===== src/rtl/echt_pkg.sv =====
`default_nettype none

package echt_pkg;

    // Field widths fixed by the interface
    localparam int IDX_W    = 14;
    localparam int EVAL_W   = 16;
    localparam int DEPTH_W  = 8;
    localparam int TERM_W   = 10;
    localparam int MATE_W   = 15;
    localparam int CFG_AW   = 1;
    localparam int CFG_DW   = 15;

    localparam int TABLE_ENTRIES_DEF = 16384;
    localparam int ENTRY_LIMIT_DEF   = 1024;

    // Register indexes of the configuration port
    localparam logic [CFG_AW-1:0] CFG_ENABLE = 1'b0;
    localparam logic [CFG_AW-1:0] CFG_MATE   = 1'b1;

    localparam logic              ENABLE_RESET = 1'b1;
    localparam logic [MATE_W-1:0] MATE_RESET   = 15'd31754;

    // Operation codes
    localparam logic OP_CORRECT = 1'b0;
    localparam logic OP_UPDATE  = 1'b1;

    // Blend and bonus arithmetic
    localparam int W_PAWN        = 10347;
    localparam int W_NONPAWN     = 11665;
    localparam int BLEND_SHIFT   = 17;
    localparam int BLEND_BIAS    = 131071;
    localparam int NP_NUM        = 178;
    localparam int NP_SHIFT      = 7;
    localparam int NO_MOVE_SHIFT = 3;
    localparam int BONUS_FRACTION = 4;

    // Truncating divide by ten: (m * DIV10_MUL) >> DIV10_SHIFT, exact for m below 2^24
    localparam int DIV10_SHIFT = 28;
    localparam logic [24:0] DIV10_MUL = 25'd26843546;

    typedef struct packed {
        logic                       op;
        logic signed [EVAL_W-1:0]   raw_eval;
        logic signed [EVAL_W-1:0]   static_eval;
        logic signed [EVAL_W-1:0]   best_value;
        logic [DEPTH_W-1:0]         search_depth;
        logic                       has_best_move;
        logic                       best_is_capture;
    } t_item;

    // One strobe per datapath stage
    typedef struct packed {
        logic mul;
        logic div;
        logic bonus;
        logic gmul;
        logic gdiv;
    } t_step;

    typedef struct packed {
        logic                       update_applied;
        logic signed [TERM_W-1:0]   correction_term;
        logic signed [EVAL_W-1:0]   eval_out;
    } t_result;

endpackage

`default_nettype wire


===== src/rtl/echt_calc.sv =====
`default_nettype none

module echt_calc #(
    parameter int ENTRY_LIMIT = 1024
) (
    input  wire logic                                       i_clk,
    input  wire echt_pkg::t_step                            i_step,
    input  wire echt_pkg::t_item                            i_item,
    input  wire logic                                       i_corr_enable,
    input  wire logic [echt_pkg::MATE_W-1:0]                i_mate_bound,
    input  wire logic [$clog2(ENTRY_LIMIT+1):0]             i_pawn_rd,
    input  wire logic [$clog2(ENTRY_LIMIT+1):0]             i_white_rd,
    input  wire logic [$clog2(ENTRY_LIMIT+1):0]             i_black_rd,
    output echt_pkg::t_result                               o_result,
    output logic                                            o_apply,
    output logic [$clog2(ENTRY_LIMIT+1):0]                  o_pawn_new,
    output logic [$clog2(ENTRY_LIMIT+1):0]                  o_white_new,
    output logic [$clog2(ENTRY_LIMIT+1):0]                  o_black_new
);

    import echt_pkg::*;

    localparam int EW      = $clog2(ENTRY_LIMIT + 1) + 1;
    localparam int LW      = $clog2(ENTRY_LIMIT + 1);
    localparam int MW      = EW + 16;
    localparam int TW      = MW - BLEND_SHIFT;
    localparam int DP_W    = 26;
    localparam int Q_W     = 24;
    localparam int P10_W   = Q_W + 25;
    localparam int BLIM    = ENTRY_LIMIT / BONUS_FRACTION;
    localparam int NPMAX   = (BLIM * NP_NUM) / (2 ** NP_SHIFT);
    localparam int BMAG_W  = $clog2(BLIM + 1);
    localparam int NPMAG_W = $clog2(NPMAX + 1);
    localparam int GP_W    = (EW - 1) + NPMAG_W;
    localparam int KL      = GP_W + LW;
    localparam longint RL  = ((longint'(1) << KL) + longint'(ENTRY_LIMIT) - 1)
                             / longint'(ENTRY_LIMIT);
    localparam int RLW     = $clog2(RL + 1);
    localparam int GD_W    = GP_W + RLW;
    localparam int VW      = 18;

    localparam logic signed [MW-1:0] C_WP   = MW'(W_PAWN);
    localparam logic signed [MW-1:0] C_WN   = MW'(W_NONPAWN);
    localparam logic signed [MW-1:0] C_BIAS = MW'(BLEND_BIAS);

    // Stage registers
    logic signed [MW-1:0]      r_pp;
    logic signed [MW-1:0]      r_pn;
    logic signed [DP_W-1:0]    r_dp;
    logic signed [TW-1:0]      r_term;
    logic [Q_W-1:0]            r_q;
    logic                      r_dneg;
    logic [BMAG_W-1:0]         r_bmag;
    logic [NPMAG_W-1:0]        r_npmag;
    logic                      r_bneg;
    logic [GP_W-1:0]           r_gp   [3];
    logic                      r_eneg [3];
    logic signed [NPMAG_W:0]   r_t    [3];

    logic signed [EW-1:0]      ent    [3];
    logic [NPMAG_W-1:0]        mag    [3];
    logic signed [MW-1:0]      pawn_x;
    logic signed [MW-1:0]      npsum_x;
    logic signed [16:0]        diff;
    logic signed [MW-1:0]      cv;
    logic signed [MW-1:0]      bias;
    logic signed [MW-1:0]      cv_b;
    logic [Q_W-1:0]            dmag;
    logic [P10_W-1:0]          p10;
    logic [BMAG_W-1:0]         bmag;
    logic [BMAG_W+7:0]         npp;
    logic signed [NPMAG_W:0]   bval   [3];
    logic signed [EW+1:0]      nsum   [3];
    logic signed [VW-1:0]      v;
    logic signed [VW-1:0]      mb;
    logic signed [EVAL_W-1:0]  clamped;
    logic                      guard;

    assign ent[0] = $signed(i_pawn_rd);
    assign ent[1] = $signed(i_white_rd);
    assign ent[2] = $signed(i_black_rd);

    // Stage one: blend products, or search gain times depth
    assign pawn_x  = MW'(ent[0]);
    assign npsum_x = MW'(ent[1]) + MW'(ent[2]);
    assign diff    = 17'(i_item.best_value) - 17'(i_item.static_eval);

    always_ff @(posedge i_clk) begin
        if (i_step.mul) begin
            r_pp <= pawn_x * C_WP;
            r_pn <= npsum_x * C_WN;
            r_dp <= DP_W'(diff) * $signed({18'd0, i_item.search_depth});
        end
    end

    // Stage two: truncate the blend, divide the gain
    assign cv = r_pp + r_pn;

    always_comb begin
        bias = '0;
        if (cv[MW-1]) begin
            bias = C_BIAS;
        end
    end

    assign cv_b = cv + bias;
    assign dmag = Q_W'(r_dp[DP_W-1] ? -r_dp : r_dp);
    assign p10  = P10_W'(dmag) * P10_W'(DIV10_MUL);

    always_ff @(posedge i_clk) begin
        if (i_step.div) begin
            r_term <= TW'(cv_b >>> BLEND_SHIFT);
            r_dneg <= r_dp[DP_W-1];
            if (i_item.has_best_move) begin
                r_q <= Q_W'(p10 >> DIV10_SHIFT);
            end else begin
                r_q <= dmag >> NO_MOVE_SHIFT;
            end
        end
    end

    // Stage three: clamp the bonus and scale it for the non-pawn tables
    assign bmag = (r_q > Q_W'(BLIM)) ? BMAG_W'(BLIM) : BMAG_W'(r_q);
    assign npp  = (BMAG_W+8)'(bmag) * (BMAG_W+8)'(NP_NUM);

    always_ff @(posedge i_clk) begin
        if (i_step.bonus) begin
            r_bmag  <= bmag;
            r_npmag <= NPMAG_W'(npp >> NP_SHIFT);
            r_bneg  <= r_dneg;
        end
    end

    assign mag[0] = NPMAG_W'(r_bmag);
    assign mag[1] = r_npmag;
    assign mag[2] = r_npmag;

    // Stages four and five: gravity decay, entry times bonus magnitude over the limit
    always_ff @(posedge i_clk) begin
        for (int i = 0; i < 3; i++) begin
            if (i_step.gmul) begin
                r_gp[i]   <= GP_W'(EW'(ent[i][EW-1] ? -ent[i] : ent[i])) * GP_W'(mag[i]);
                r_eneg[i] <= ent[i][EW-1];
            end
        end
    end

    always_ff @(posedge i_clk) begin
        for (int i = 0; i < 3; i++) begin
            logic [GD_W-1:0]    prod;
            logic [NPMAG_W-1:0] tmag;
            prod = GD_W'(r_gp[i]) * GD_W'(RL);
            tmag = prod[KL +: NPMAG_W];
            if (i_step.gdiv) begin
                r_t[i] <= r_eneg[i] ? -$signed({1'b0, tmag}) : $signed({1'b0, tmag});
            end
        end
    end

    always_comb begin
        for (int i = 0; i < 3; i++) begin
            bval[i] = r_bneg ? -$signed({1'b0, mag[i]}) : $signed({1'b0, mag[i]});
            nsum[i] = (EW+2)'(ent[i]) + (EW+2)'(bval[i]) - (EW+2)'(r_t[i]);
        end
    end

    assign o_pawn_new  = EW'(nsum[0]);
    assign o_white_new = EW'(nsum[1]);
    assign o_black_new = EW'(nsum[2]);

    // Final clamp inside the mate bound
    assign v  = VW'(i_item.raw_eval) + VW'(r_term);
    assign mb = $signed(VW'(i_mate_bound));

    always_comb begin
        if (v >= mb) begin
            clamped = EVAL_W'(mb - VW'(1));
        end else if (v <= -mb) begin
            clamped = EVAL_W'(VW'(1) - mb);
        end else begin
            clamped = EVAL_W'(v);
        end
    end

    assign guard = !(i_item.has_best_move && i_item.best_is_capture)
                   && ((i_item.best_value > i_item.static_eval) == i_item.has_best_move);

    assign o_apply = (i_item.op == OP_UPDATE) && i_corr_enable && guard;

    always_comb begin
        o_result = '0;
        if (i_item.op == OP_CORRECT) begin
            if (i_corr_enable) begin
                o_result.eval_out        = clamped;
                o_result.correction_term = TERM_W'(r_term);
            end else begin
                o_result.eval_out = i_item.raw_eval;
            end
        end else begin
            o_result.update_applied = o_apply;
        end
    end

endmodule

`default_nettype wire


===== config.mk =====
export PLATFORM = sky130hd
export DESIGN_NAME = echt_calc
export DESIGN_NICKNAME = d
export VERILOG_FILES = /design/src/rtl/echt_pkg.sv /design/src/rtl/echt_calc.sv
export SDC_FILE = /design/constraint.sdc
export NUM_CORES = 2
export LEC_CHECK = 0
export ABC_AREA = 1
export BUFFER_PORTS_ARGS = -buffer_cell sky130_fd_sc_hd__buf_4
export CORE_AREA = 2 2 276 278
export DETAILED_ROUTE_END_ITERATION = 10
export DIE_AREA = 0 0 278 280
export GPL_TIMING_DRIVEN = 0
export MAX_ROUTING_LAYER = met4
export PLACE_DENSITY = 0.94
export SYNTH_ARGS = -nofsm -noshare
export SYNTH_HDL_FRONTEND = slang
export SYNTH_SLANG_ARGS = --single-unit

===== constraint.sdc =====
create_clock -name i_clk -period 19.3 [get_ports i_clk]
set_clock_uncertainty 0.15 [all_clocks]
set_input_delay 3.86 -clock i_clk [delete_from_list [all_inputs] [get_ports i_clk]]
set_output_delay 3.86 -clock i_clk [all_outputs]
set_load 0.005 [all_outputs]

After elaboration in Yosys (flattened, before gate mapping)
Memories as Yosys holds them, arrays and structs flattened.
Index checks and enable logic that the tools add are counted.
- word-level logic and storage cells: 75
- RAM bits: 93
- register bits after elaboration: 137
- bits in latches: 0
- memories: 3
- input bits: 117
- output and inout bits: 64
- ROM bits: 0
- equal/unequal tests: 1
- bitwise logic cells: 0
- magnitude comparators: 4
- shift-type cells: 0
- $mul: 8
- reduce and logical (&&, ||, !) cells: 5
- muxes and demuxes: 22
- divide/modulo/power cells: 0
- $add $sub $neg: 23
- memory list (memory ; depth ; width ; read ports ; clocked after memory_dff ; wr ports ; line ; RTL):
    r_gp ; 3 ; 20 ; 3 ; 0 ; 3 ; echt_calc.sv:56 ; logic [GP_W-1:0] r_gp [3];
    r_t ; 3 ; 10 ; 3 ; 0 ; 3 ; echt_calc.sv:58 ; logic signed [NPMAG_W:0] r_t [3];
    r_eneg ; 3 ; 1 ; 3 ; 0 ; 3 ; echt_calc.sv:57 ; logic r_eneg [3];
- operators by type and width (operator ; number):
    $mul A12 B10 Y20 ; 3
    $mux W10 ; 6
    $add A28 B28 Y28 ; 2
    $neg A9 Y10 ; 5
    $mul A24 B24 Y48 const B ; 1
    $mux W16 ; 3
    $add A12 B10 Y12 ; 3
    $mux W12 ; 3
    $neg A12 Y12 ; 3
    $sub A12 B10 Y12 ; 3
    $mul A13 B15 Y28 const B ; 1
    $mul A12 B15 Y27 const B ; 1
    $mul A17 B9 Y26 ; 1
    $mux W26 ; 1
    $gt A24 B9 Y1 const B ; 1
    $mux W24 ; 1
    $neg A24 Y24 ; 1
    $mux W21 ; 1
    $le A17 B18 Y1 ; 1
    $neg A15 Y18 ; 1
    $add A16 B11 Y17 ; 1
    $ge A17 B16 Y1 ; 1
    $mux W17 ; 1
    $sub A16 B16 Y17 ; 1
    10 further kinds ; 17

Longest topological paths before layout
- depth after elaboration: 6
- mapped depth: 39
- gate-level depth less buffers: 39

Worst setup path after synthesis
OpenSTA, ideal clock, no wires.
- path type: input port to output port
- start: in i_item[42] in the netlist's numbering
- end: out o_result[8] in the netlist's numbering
- path buffers: 1
- slack: 8367 ps
- arrival: 6923 ps
- cell stages on the path: 24
- data required time: 15290 ps
- cells stage by stage: ha_1 -> fa_1 -> nand2_1 -> inv_2 -> nor2_1 -> o21bai_2 -> nand3_1 -> nand3_2 -> nand2_1 -> nand2_1 -> xor2_2 -> inv_1 -> ha_1 -> nand2_1 -> nor3_1 -> o211ai_1 -> nand3_1 -> xnor2_1 -> nand2_1 -> clkbuf_1 -> o211ai_1 -> nand3_1 -> nand2_1 -> inv_1
- RTL lines (item ; line ; RTL):
    start, declared ; echt_calc.sv:8 ; input wire echt_pkg::t_item i_item,
    end, declared ; echt_calc.sv:14 ; output echt_pkg::t_result o_result,

==> results.md <==
* MaxCap Viol Count at 1
* Syn-to-layout area delta at 6.41%
* GR Overflow Total at 0
* Status: complete, but fails checks
* Ports at 181
* Total CTS buffers at 17
* Clk Latency, worst-skew pair at 510 ps
* XOR/XNOR Fraction of Synth Area at 5.95%
* CP Max Fanout at 10
* Largest net degree at the start of global routing at 81
* Die ar. at 77,800 µm²
* Flops & latches, synth at 192
* Htree depth at 4
* Hold Crit Class: register to register
* Final worst-path cycle share at 61.5%
* Hold_buf cts at 0
* Routed WL per cell at 18.2 µm
* RSZ-0062 raised after global routing: false
* Asr flop ratio synth at 0%
* Syn_nets at 7,675
* Post-synthesis cell type count at 58
* Worst Path Required at 15,290 ps
* Critical Path AT at 7860 ps
* Top_reg_cell synth: edfxtp_1
* # rows at 101
* DRC viols at 0
* Cts repair resizes at 0
* Final core area utilization at 70.6%
* Nets at 7,874
* Vias per cell at 5.79
* Mapped Avg Cell Area at 8.26 µm²
* Count leader, synth: inv_1
* Final Hold Fails at 0
* Core Region at 75,200 µm²
* Min cycle time layout at 11,870 ps
* Number of synthesized flops with an enable pin at 192
* CTS tree: done
* Commonest cells in the netlist: 1,458 x inv_1, 884 x nand2_1, 821 x ha_1, 700 x fa_1, 576 x nor2_1
* Worst hold path cell count at 0
* # port buffers at 178
* Yosys warns at 0
* Clk buf depth at 2
* Setup TNS at 0 ps
* Worst Path Class, Setup: primary input to primary output
* Initial antenna violation count at 3
* Placer Congestion at 1.01
* Synth Instances at 6,037
* Failing checks: max-capacitance violations, max-slew violations
* Post-synthesis mux area share at 0%
* Setup bufs post-CTS at 0
* Non-filler cells, final at 7,231
* Main combinational cell family by area after synthesis: adder cells
* Maximum clock frequency at 0.0842 GHz
* Layout cells sized above 1 at 4.58%
* First-pass GRT wire length at 211,000 µm
* Via count at 41,900
* DP Cell Count at 7,194
* Die X at 278 µm
* Cell taking the most area after synthesis: fa_1
* Mapped cell area at 49,900 µm²
* Root Driver: clkbuf_16
* Final setup vio count at 0
* Top post-synthesis cells by area: fa_1 28%, ha_1 21%, edfxtp_1 12%
* Sequential share of the synthesized area at 11.6%
* Final ANT Viol Nets at 0
* Complex-gate fraction of the synthesized area at 7.18%
* Post-DP Area at 52,400 µm²
* Top cell type's share of synthesized area at 28.1%
* Clock tree sinks at 192
* DP Wirelength at 112,000 µm
* Drt initial violations at 3,464
* Actual slew at the worst max-slew pin at 1610 ps
* R2R cell count at 31
* Vias in the first global route at 43,300
* Count of pins over their slew limit at 9
* Kind of start point of the critical path: primary input
* Synth Area in Simple Gates at 14.9%
* Drt first pass iters at 8
* CTS clk-pin slew, worst paths at 70 ps
* GRT Total Usage at 35.0%
* Routed WL at 132,000 µm
* Design Area, Final at 53,100 µm²
* Slew headroom at -8.13%
* CP endpoint kind: primary output
* Die height at 280 µm
* Adder-cell area share of the yosys netlist at 48.7%
* Initial core utilization at 66.3%
[flip-flops by register name (all words and copies together), names as in the netlist]
register,count
r_bmag,9
r_bneg,1
r_dneg,1
r_dp,25
r_eneg,3
r_gp,27
r_npmag,9
r_pn,28
r_pp,27
r_q,21
r_t,30
r_term,11
[layer usage]
layer | track usage [%] | part of all wire [%]
met1 | 39.6 | 37
met4 | 19.0 | 6.3
met5 | - | 0
met2 | 60.0 | 49
met3 | 5.38 | 7.8
[worst paths after layout]
path	to	slack [ps]	startpoint
max reg2reg	r_q[5]$_DFFE_PP_	9620	r_dp[0]$_DFFE_PP_
min	r_bneg$_DFFE_PP_	370	r_dneg$_DFFE_PP_
min reg2reg	r_bneg$_DFFE_PP_	370	r_dneg$_DFFE_PP_
max	o_result[8]	7430	i_item[42]
[metrics by stage]
stage	hold WS, ps	worst slack [ps]
finish	367	7430
global route	350	6990
CTS	350	7500
detailed placement	339	7530
global placement	327	7540
floorplan	250	8370
[cell families (layout without fill, tap and decap cells)]
logic type	Yosys count	after routing
and+or+nand+nor	1806	1806
xor gates and xnor gates	337	337
adders and majority gates	1521	1521
buffers and inverters	1549	1761
DFF	192	192
other	0	4
AOI/OAI and AO/OA	632	632
[critical path, cell delays in order]
cell	delay, ps
buf_4	130
ha_1	220
fa_1	400
nand2_1	90
inv_2	40
nor2_1	120
o21bai_2	120
nand3_1	110
nand3_2	120
a31oi_1	230
xor2_1	210
inv_1	90
ha_1	280
nand2_1	100
nor3_1	270
o211ai_1	150
nand3_1	120
xnor2_1	120
nand2_1	220
clkbuf_1	300
o211ai_1	230
nand3_1	90
nand2_1	80
inv_1	40
buf_4	120
[cell usage in the layout (no fill, tap or decap), types with 12 or more instances in the layout]
cell,instances
a21o_1,22
a21oi_1,292
o21ai_1,36
a31oi_1,27
ha_1,821
fa_1,700
nor4_1,23
nand2_1,884
inv_1,1458
or2_1,13
xnor2_1,91
a211oi_1,19
o21a_1,16
nor2_1,576
clkbuf_16,17
nand4_1,45
nand3_1,157
inv_2,20
o211ai_1,22
or2_2,12
buf_4,180
xor2_1,243
nor3_1,56
o21ai_0,141
o21bai_1,22
clkbuf_1,55
edfxtp_1,192
[area by class of cell]
| class | instances | area [µm²] |
|---|---|---|
| Multi-Input combinational cell | 4296 | 38300 |
| Fill cell | 5318 | 22100 |
| Sequential cell | 192 | 5770 |
| Inverter | 1482 | 5560 |
| Timing Repair Buffer | 180 | 1360 |
| Tap cell | 978 | 1220 |
| Clock buffer | 17 | 425 |
| Buffer | 67 | 278 |
| Clock inverter | 15 | 176 |
| Antenna cell | 4 | 10.0 |
Power is left out: the tool's default activity adds up to more than one toggle a clock period on the data nets, which glitch-free logic cannot reach.
